==> src/rtl/urs_pkg.sv <==
// ----------------------------------------------------------------------------
// urs_pkg: shared types and constants of the ultrasonic ranging sequencer
// Beat payload structs, configuration set, phase encoding, register indexes.
// ----------------------------------------------------------------------------
package urs_pkg;

  localparam int unsigned ECHO_W   = 2;
  localparam int unsigned TRIG_W   = 8;
  localparam int unsigned TMO_W    = 16;
  localparam int unsigned SCALE_W  = 8;
  localparam int unsigned CNT_W    = 16;
  localparam int unsigned DIST_W   = 24;
  localparam int unsigned CFG_IDX_W  = 2;
  localparam int unsigned CFG_DATA_W = 16;

  localparam logic [CFG_IDX_W-1:0] REG_TRIGGER_TICKS  = 2'd0;
  localparam logic [CFG_IDX_W-1:0] REG_TIMEOUT_TICKS  = 2'd1;
  localparam logic [CFG_IDX_W-1:0] REG_DISTANCE_SCALE = 2'd2;

  localparam logic [TRIG_W-1:0]  RST_TRIGGER_TICKS  = 8'd20;
  localparam logic [TMO_W-1:0]   RST_TIMEOUT_TICKS  = 16'd50000;
  localparam logic [SCALE_W-1:0] RST_DISTANCE_SCALE = 8'd17;

  typedef enum logic [1:0] {
    PH_IDLE = 2'd0,
    PH_TRIG = 2'd1,
    PH_RISE = 2'd2,
    PH_FALL = 2'd3
  } phase_t;

  typedef struct packed {
    logic              start_req;
    logic [ECHO_W-1:0] echo_level;
  } in_t;

  typedef struct packed {
    logic [ECHO_W-1:0] trigger_level;
    logic              busy_res;
    logic              result_valid;
    logic              result_sensor;
    logic [DIST_W-1:0] result_distance;
    logic              result_no_echo;
  } out_t;

  typedef struct packed {
    logic [TRIG_W-1:0]  trigger_ticks;
    logic [TMO_W-1:0]   timeout_ticks;
    logic [SCALE_W-1:0] distance_scale;
  } cfg_t;

endpackage

==> src/rtl/ultrasonic_ranging_sequencer_top.sv <==
// ----------------------------------------------------------------------------
// ultrasonic_ranging_sequencer_top: ultrasonic echo ranging sequencer
// Each input beat is one 1 us tick carrying a start request and the echo
// levels; each accepted beat yields exactly one result beat with trigger
// levels, busy flag and, when a sensor finishes, its distance or no-echo.
//
// Channels: in_* (valid/stall) carries ticks, out_* (valid/stall) carries
// results, cfg_* writes trigger_ticks (0), timeout_ticks (1), distance_scale
// (2); the user must write only while idle: the block does not enforce it.
// Output: the result of a tick appears on out_* in the cycle after it is
// accepted. Throughput: one tick per cycle while out_* is not stalled, set by
// the state update feeding the output register.
// Stall: the output register holds its beat while out_stall is high; the
// next tick is still taken in the cycle the held beat drains, and in_stall
// is high only while a held beat sits stalled.
// Reset (rst_n low, synchronous): phase idle, sensor 0, counter zero,
// registers at 20 / 50000 / 17, output empty.
// ----------------------------------------------------------------------------
module ultrasonic_ranging_sequencer_top #(
  parameter int NUM_SENSORS = 2
) (
  input  logic                           clk,
  input  logic                           rst_n,
  input  logic                           in_valid,
  output logic                           in_stall,
  input  urs_pkg::in_t                   in_data,
  output logic                           out_valid,
  input  logic                           out_stall,
  output urs_pkg::out_t                  out_data,
  input  logic                           cfg_we,
  input  logic [urs_pkg::CFG_IDX_W-1:0]  cfg_index,
  input  logic [urs_pkg::CFG_DATA_W-1:0] cfg_data
);
  import urs_pkg::*;

  cfg_t cfg;
  out_t res;
  out_t out_data_r;
  logic out_valid_r;
  logic accept;

  assign in_stall = out_valid_r && out_stall;
  assign accept   = in_valid && !in_stall;

  urs_cfg u_cfg (
    .clk       (clk),
    .rst_n     (rst_n),
    .cfg_we    (cfg_we),
    .cfg_index (cfg_index),
    .cfg_data  (cfg_data),
    .cfg       (cfg)
  );

  urs_fsm #(
    .NUM_SENSORS (NUM_SENSORS)
  ) u_fsm (
    .clk     (clk),
    .rst_n   (rst_n),
    .step    (accept),
    .in_beat (in_data),
    .cfg     (cfg),
    .res     (res)
  );

  always_ff @(posedge clk) begin
    if (!rst_n) begin
      out_valid_r <= 1'b0;
    end else if (accept) begin
      out_valid_r <= 1'b1;
    end else if (!out_stall) begin
      out_valid_r <= 1'b0;
    end
  end

  always_ff @(posedge clk) begin
    if (accept) begin
      out_data_r <= res;
    end
  end

  assign out_valid = out_valid_r;
  assign out_data  = out_data_r;

endmodule

==> src/rtl/urs_cfg.sv <==
// ----------------------------------------------------------------------------
// urs_cfg: configuration register file
// Holds trigger length, echo timeout and distance scale; write-only port.
// ----------------------------------------------------------------------------
module urs_cfg (
  input  logic                              clk,
  input  logic                              rst_n,
  input  logic                              cfg_we,
  input  logic [urs_pkg::CFG_IDX_W-1:0]     cfg_index,
  input  logic [urs_pkg::CFG_DATA_W-1:0]    cfg_data,
  output urs_pkg::cfg_t                     cfg
);
  import urs_pkg::*;

  cfg_t cfg_r;

  always_ff @(posedge clk) begin
    if (!rst_n) begin
      cfg_r.trigger_ticks  <= RST_TRIGGER_TICKS;
      cfg_r.timeout_ticks  <= RST_TIMEOUT_TICKS;
      cfg_r.distance_scale <= RST_DISTANCE_SCALE;
    end else if (cfg_we) begin
      case (cfg_index)
        REG_TRIGGER_TICKS:  cfg_r.trigger_ticks  <= cfg_data[TRIG_W-1:0];
        REG_TIMEOUT_TICKS:  cfg_r.timeout_ticks  <= cfg_data[TMO_W-1:0];
        REG_DISTANCE_SCALE: cfg_r.distance_scale <= cfg_data[SCALE_W-1:0];
        default: ;
      endcase
    end
  end

  assign cfg = cfg_r;

endmodule

==> src/rtl/urs_fsm.sv <==
// ----------------------------------------------------------------------------
// urs_fsm: ranging sequencer state machine
// Advances phase, sensor index and tick counter once per accepted beat and
// forms that beat's result.
// ----------------------------------------------------------------------------
module urs_fsm #(
  parameter int NUM_SENSORS = 2
) (
  input  logic          clk,
  input  logic          rst_n,
  input  logic          step,
  input  urs_pkg::in_t  in_beat,
  input  urs_pkg::cfg_t cfg,
  output urs_pkg::out_t res
);
  import urs_pkg::*;

  localparam int SIDX_W = (NUM_SENSORS > 1) ? $clog2(NUM_SENSORS) : 1;
  localparam logic [SIDX_W-1:0] LAST_IDX = SIDX_W'(NUM_SENSORS - 1);

  phase_t            phase_r, phase_nxt;
  logic [SIDX_W-1:0] idx_r, idx_nxt;
  logic [CNT_W-1:0]  cnt_r, cnt_nxt;
  logic [CNT_W-1:0]  cnt_inc;
  logic              echo;
  logic              fin;
  logic              fin_no_echo;
  logic [DIST_W-1:0] prod;

  assign cnt_inc = cnt_r + CNT_W'(1);
  assign echo    = ({1'b0, idx_r} < (SIDX_W+1)'(ECHO_W)) ? in_beat.echo_level[idx_r[0]]
                                                         : 1'b0;
  assign prod    = DIST_W'(cnt_r) * DIST_W'(cfg.distance_scale);

  always_comb begin
    phase_nxt   = phase_r;
    idx_nxt     = idx_r;
    cnt_nxt     = cnt_r;
    fin         = 1'b0;
    fin_no_echo = 1'b0;
    case (phase_r)
      PH_IDLE: begin
        if (in_beat.start_req) begin
          phase_nxt = PH_TRIG;
          idx_nxt   = '0;
          cnt_nxt   = '0;
        end
      end
      PH_TRIG: begin
        cnt_nxt = cnt_inc;
        if (cnt_inc >= CNT_W'(cfg.trigger_ticks)) begin
          phase_nxt = PH_RISE;
          cnt_nxt   = '0;
        end
      end
      PH_RISE: begin
        if (echo) begin
          phase_nxt = PH_FALL;
          cnt_nxt   = CNT_W'(1);
          if (CNT_W'(1) >= cfg.timeout_ticks) begin
            fin         = 1'b1;
            fin_no_echo = 1'b1;
          end
        end else begin
          cnt_nxt = cnt_inc;
          if (cnt_inc >= cfg.timeout_ticks) begin
            fin         = 1'b1;
            fin_no_echo = 1'b1;
          end
        end
      end
      PH_FALL: begin
        if (!echo) begin
          fin = 1'b1;
        end else begin
          cnt_nxt = cnt_inc;
          if (cnt_inc >= cfg.timeout_ticks) begin
            fin         = 1'b1;
            fin_no_echo = 1'b1;
          end
        end
      end
      default: begin
        phase_nxt = PH_IDLE;
        idx_nxt   = '0;
        cnt_nxt   = '0;
      end
    endcase
    if (fin) begin
      cnt_nxt = '0;
      if (idx_r == LAST_IDX) begin
        idx_nxt   = '0;
        phase_nxt = PH_IDLE;
      end else begin
        idx_nxt   = idx_r + SIDX_W'(1);
        phase_nxt = PH_TRIG;
      end
    end
  end

  always_comb begin
    res = '0;
    if (phase_nxt == PH_TRIG && {1'b0, idx_nxt} < (SIDX_W+1)'(ECHO_W)) begin
      res.trigger_level = ECHO_W'(1) << idx_nxt[0];
    end
    res.busy_res     = (phase_nxt != PH_IDLE);
    res.result_valid = fin;
    if (fin) begin
      res.result_sensor  = idx_r[0];
      res.result_no_echo = fin_no_echo;
      if (!fin_no_echo) begin
        res.result_distance = prod;
      end
    end
  end

  always_ff @(posedge clk) begin
    if (!rst_n) begin
      phase_r <= PH_IDLE;
      idx_r   <= '0;
      cnt_r   <= '0;
    end else if (step) begin
      phase_r <= phase_nxt;
      idx_r   <= idx_nxt;
      cnt_r   <= cnt_nxt;
    end
  end

endmodule

==> config.mk <==
export PLATFORM = sky130hd
export DESIGN_NAME = ultrasonic_ranging_sequencer_top
export DESIGN_NICKNAME = d
export VERILOG_FILES = /design/src/rtl/urs_pkg.sv /design/src/rtl/ultrasonic_ranging_sequencer_top.sv /design/src/rtl/urs_cfg.sv /design/src/rtl/urs_fsm.sv
export SDC_FILE = /design/constraint.sdc
export NUM_CORES = 1
export LEC_CHECK = 0
export BUFFER_PORTS_ARGS = -buffer_cell sky130_fd_sc_hd__clkbuf_2
export CELL_PAD_IN_SITES_DETAIL_PLACEMENT = 1
export CELL_PAD_IN_SITES_GLOBAL_PLACEMENT = 2
export CORE_ASPECT_RATIO = 1.25
export CORE_MARGIN = 4
export CORE_UTILIZATION = 42
export CTS_BUF_LIST = sky130_fd_sc_hd__clkbuf_16
export CTS_CLUSTER_DIAMETER = 50
export DETAILED_ROUTE_END_ITERATION = 8
export GPL_TIMING_DRIVEN = 0
export PLACE_DENSITY = 0.93
export SKIP_LAST_GASP = 1
export SYNTH_ARGS = -nofsm -noshare
export SYNTH_HDL_FRONTEND = slang
export SYNTH_HIERARCHICAL = 1
export SYNTH_SLANG_ARGS = --single-unit
==> constraint.sdc <==
create_clock -name clk -period 14.5 [get_ports clk]
set_clock_uncertainty 0.2 [all_clocks]
set_input_delay 2.9 -clock clk [delete_from_list [all_inputs] [get_ports clk]]
set_output_delay 2.9 -clock clk [all_outputs]
set_load 0.005 [all_outputs]
# Yosys cells after proc, flatten, opt, wreduce, memory -nomap -nowiden

Index checks and enable logic that the tools add are counted.
W data, S select, Z words.

Add/subtract/negate cells: 2
Multiply operators: 1
Div/mod/pow operators: 0
$lt $le $gt $ge: 4
Equal/unequal tests: 9
Shift operators: 1
Muxes and demuxes: 27
Bitwise gates (word level): 1
Reduce and logical (&&, ||, !) cells: 11

Operators by type and width:

| kind                    | count |
|---|---|
| $mux W16                | 5 |
| $pmux W16 S4            | 1 |
| $mul A16 B8 Y24         | 1 |
| $add A16 B1 Y16 const B | 1 |
| $ge A1 B16 Y1 const A   | 1 |
| $ge A16 B16 Y1          | 1 |
| $ge A16 B8 Y1           | 1 |
| $mux W1                 | 14 |
| $mux W2                 | 4 |
| $eq A2 B1 Y1 const B    | 3 |
| $eq A2 B2 Y1 const B    | 3 |
| $pmux W2 S3             | 1 |
| $reduce_and A2 Y1       | 3 |
| $logic_not A2 Y1        | 2 |
| $pmux W1 S2             | 2 |
| $ne A3 B1 Y1 const B    | 1 |
| $ne A3 B2 Y1 const B    | 1 |
| $reduce_and A3 Y1       | 1 |
| $logic_and A1 B1 Y1     | 2 |
| $lt A1 B2 Y1 const B    | 1 |
| $ne A2 B1 Y1 const B    | 1 |
| $reduce_bool A2 Y1      | 1 |
| $reduce_or A2 Y1        | 1 |
| $shl A1 B1 Y2 const A   | 1 |
| other kinds (3)         | 3 |

Bits in registers: 82
Bits in latches: 0
RAM bits: 0
Bits in read-only memories: 0
Memories kept: 0

# Depth between registers and ports, before layout

Depth after elaboration: 7
Gate-level depth with buffers: 18
Gate-level depth less buffers: 17

# Hierarchy

The synthesis kept the hierarchy.

Modules (own cells, without submodules):

| module                           | times used | cells an instance | area each (µm²) | seq. area each (µm²) |
|---|---|---|---|---|
| urs_fsm                          | 1          | 786               | 6286.0          | 380.4 |
| urs_cfg                          | 1          | 128               | 1281.2          | 640.6 |
| ultrasonic_ranging_sequencer_top | 1          | 34                | 943.4           | 920.9 |

# Least setup slack after synthesis

Ideal clock, no wire load.

Path type: input -> output
Start point: input port out_stall
End point: output port in_stall
Data arrival time: 3.042 ns
Data required time: 11.400 ns
Slack: 8.358 ns
Stages on the path: 1
Buffers on the path: 0
Cells stage by stage: and2_4

Longest elaborated chain between the ends: 1

Ends and longest elaborated chain:

| item                | line                                   | text |
|---|---|---|
| from (decl)         | ultrasonic_ranging_sequencer_top.sv:28 | `input logic out_stall,` |
| $logic_and A1 B1 Y1 | ultrasonic_ranging_sequencer_top.sv:42 | `assign in_stall = out_valid_r && out_stall;` |
| to (decl)           | ultrasonic_ranging_sequencer_top.sv:25 | `output logic in_stall,` |

Every way passes these cells.

# Worst setup path after layout

Same ends and word-level chain as after synthesis.

==> flow_summary.toml <==
[timing]
worst_pin_slew_ns = 0.9107
min_period_ns = 6.344
fmax_ghz = 0.1576
tns_ns = 0
finalSetupViolCount = 0
slew_violations = 0
final_hold_viol_count = 0
hold-worst-slack_ns = 0.2634
fin_crit_sh_pct = 43.75
slew_headroom_pct = 39.13
rsz0062_at_grt = "false"

[cells_and_area]
layout_commonest_cell = "inv_1"
nets = 1194
nFillCells = 2366
layout-drive-gt1-share_pct = 9.804
layout_common_cells = "inv_1, and2_1, nand2_1"
antenna_cells = 0
multi_input_area_mm2 = 0.005802
regArea_mm2 = 0.001942
syn2layout_area_growth_pct = 11.00

[drt]
drtIter0Drc = 203
drc_errors = 0
viasPerCell = 5.301
first_pass_iters = 4
detail-route-antenna-nets = 0
via_count = 6812
wl_per_cell_um = 17.62
wl_mm = 22.64

[clocking]
cts_resized = 0
hold_buffers = 0
clk_pin_slew_ns = 0.07
post_cts_buffers = 0
cts_buffers = 9
h-tree-depth = 3
cts_buffer_depth = 2
cts-root-buf = "clkbuf_16"
cts_sinks = 82
cts_tree = "done"
worstSkewPairLatency_ns = 0.36

[outcome]
outcome = "complete, no violations"

[global_routing]
antenna_found_initial = 0
grt_pass1_vias = 7650
grt_use_total_pct = 21.06
grt_max_degree = 25
grt-ovfl-total = 0
grt_pass1_wl_mm = 38.25

[floorplanning]
fp.dieArea_mm2 = 0.02262
die_x_um = 135.3
row_count = 57
io_pins = 58
core_mm2 = 0.01968
start_util_pct = 43.24
die_y_um = 167.2

[yosys]
synth_area_mm2 = 0.008511
synth_ff_type = "dfxtp_1"
ys_async_sr_fraction_pct = 0
synth_edf_count = 30
ys_seq_area_share_pct = 22.82
syn_nets = 1127
avgSynthCellArea_um2 = 8.977
yosys.cell_types.count = 70
ys_warn_count = 6
ys_seq_elements = 82
syn_inst = 948

[power]
p_leak_nw = 4.624
vdd_drop_max_mv = 0.05275
powerDensity_mw_per_mm2 = 57.03

[setup_path]
cp-end-kind = "output port"
critical_path_arrival_ns = 3.24
cp.required_ns = 11.40
path_class = "in -> out"
crit_path_start_kind = "input port"
crit_fanout = 3

[flow_run]
maxCapViolations = 0

[placement]
io_buffers = 55
dp_hpwl_mm = 18.17
gp_congestion = 0.8235

[min_path]
holdCritPathClass = "reg -> reg"
-- cell families (layout without fill, tap and decap cells) --
family          count (synthesis)  in the layout  synth area share [%]
compound gates                122            122                 9.703
xor+xnor                       24             24                 2.470
fa+ha+maj                     153            153                 29.90
buf+inv                       193            265                 9.100
flops                          82             82                 22.82
mux                            32             32                 3.837
simple gates                  342            342                 22.17
-- cells in the mapped netlist (all sizes together) (7+ instances only) --
library cell  count  area, um^2
o22ai             9       56.30
a21oi            26       130.1
fa               84        1682
xor2              9       78.83
nand3            14       75.07
nor2             25       93.84
o21a              7       52.55
nor2b            12       75.07
and3             13       81.33
nor3             11       55.05
nand4            11       75.07
buf              11       91.33
dfxtp            52        1041
a21o             10       75.07
xnor2            15       131.4
nor4             13       93.84
o21ai            26       133.9
o211ai            7       52.55
clkbuf           38       142.6
nand2            98       367.9
inv             144       540.5
edfxtp           30       900.9
and2            111       696.9
ha               69       863.3
mux2i            30       300.3
-- stage by stage --
stage	worst slack (ns)	utilization (%)	area [um^2]	instances	power, mW
2_1_floorplan	8.358	-	8511	948	0.2826
3_3_place_gp	6.973	46.32	9117	1268	0.3020
3_5_place_dp	8.153	46.46	9145	1269	0.3041
4_1_cts	8.153	47.99	9447	1285	0.5457
5_1_grt	8.116	47.99	9447	1285	0.5631
6_report	8.156	47.99	9447	1285	0.5387
-- layer usage --
metal	global-route usage, %	part of all wire (%)	up-vias
li1	-	-	3274
met1	24.33	42	3403
met2	39.71	54	99
met3	2.521	2.4	36
met4	7.058	2.4	0
met5	0	0	-
-- path summary, 6_finish.rpt --
check                                                 start                         end  slack, ns  cells after the start
worst max-delay path                              out_stall                    in_stall       8.16                      3
worst min-delay path             u_cfg/cfg[20]$_SDFFE_PN0P_  u_cfg/cfg[20]$_SDFFE_PN0P_       0.26                      2
worst max register to register  u_fsm/cnt_r[0]$_SDFFE_PN0P_      out_data[21]$_DFFE_PP_       8.43                     15
worst min register to register   u_cfg/cfg[20]$_SDFFE_PN0P_  u_cfg/cfg[20]$_SDFFE_PN0P_       0.26                      2
-- cell type report --
cell class	instances	area share (%)
plain buffers	49	2.477
clock buffers	10	2.649
clock inverters	6	0.5430
inverters	144	5.722
multi-input cells	673	61.42
flip-flops and latches	82	20.56
well taps	265	3.510
repair buffers	56	3.126
-- state kept, by name, summed over array words and instances, names as in the netlist --
name           flops
u_fsm/cnt_r       16
u_cfg/cfg         32
u_fsm/idx_r        1
u_fsm/phase_r      2
out_data          30
out_valid          1
-- critical path, stage by stage --
cell and delay [ns]:
clkbuf_2 0.08, and2_4 0.16, clkbuf_2 0.11
-- report_power, final --
part / internal [mW] / total (mW) / switching (mW)
sequential: 0.246 / 0.251 / 0.00495
combinational: 0.0179 / 0.0471 / 0.0293
clock: 0.130 / 0.240 / 0.110
No activity file was read; power rests on OpenSTA's default activity.
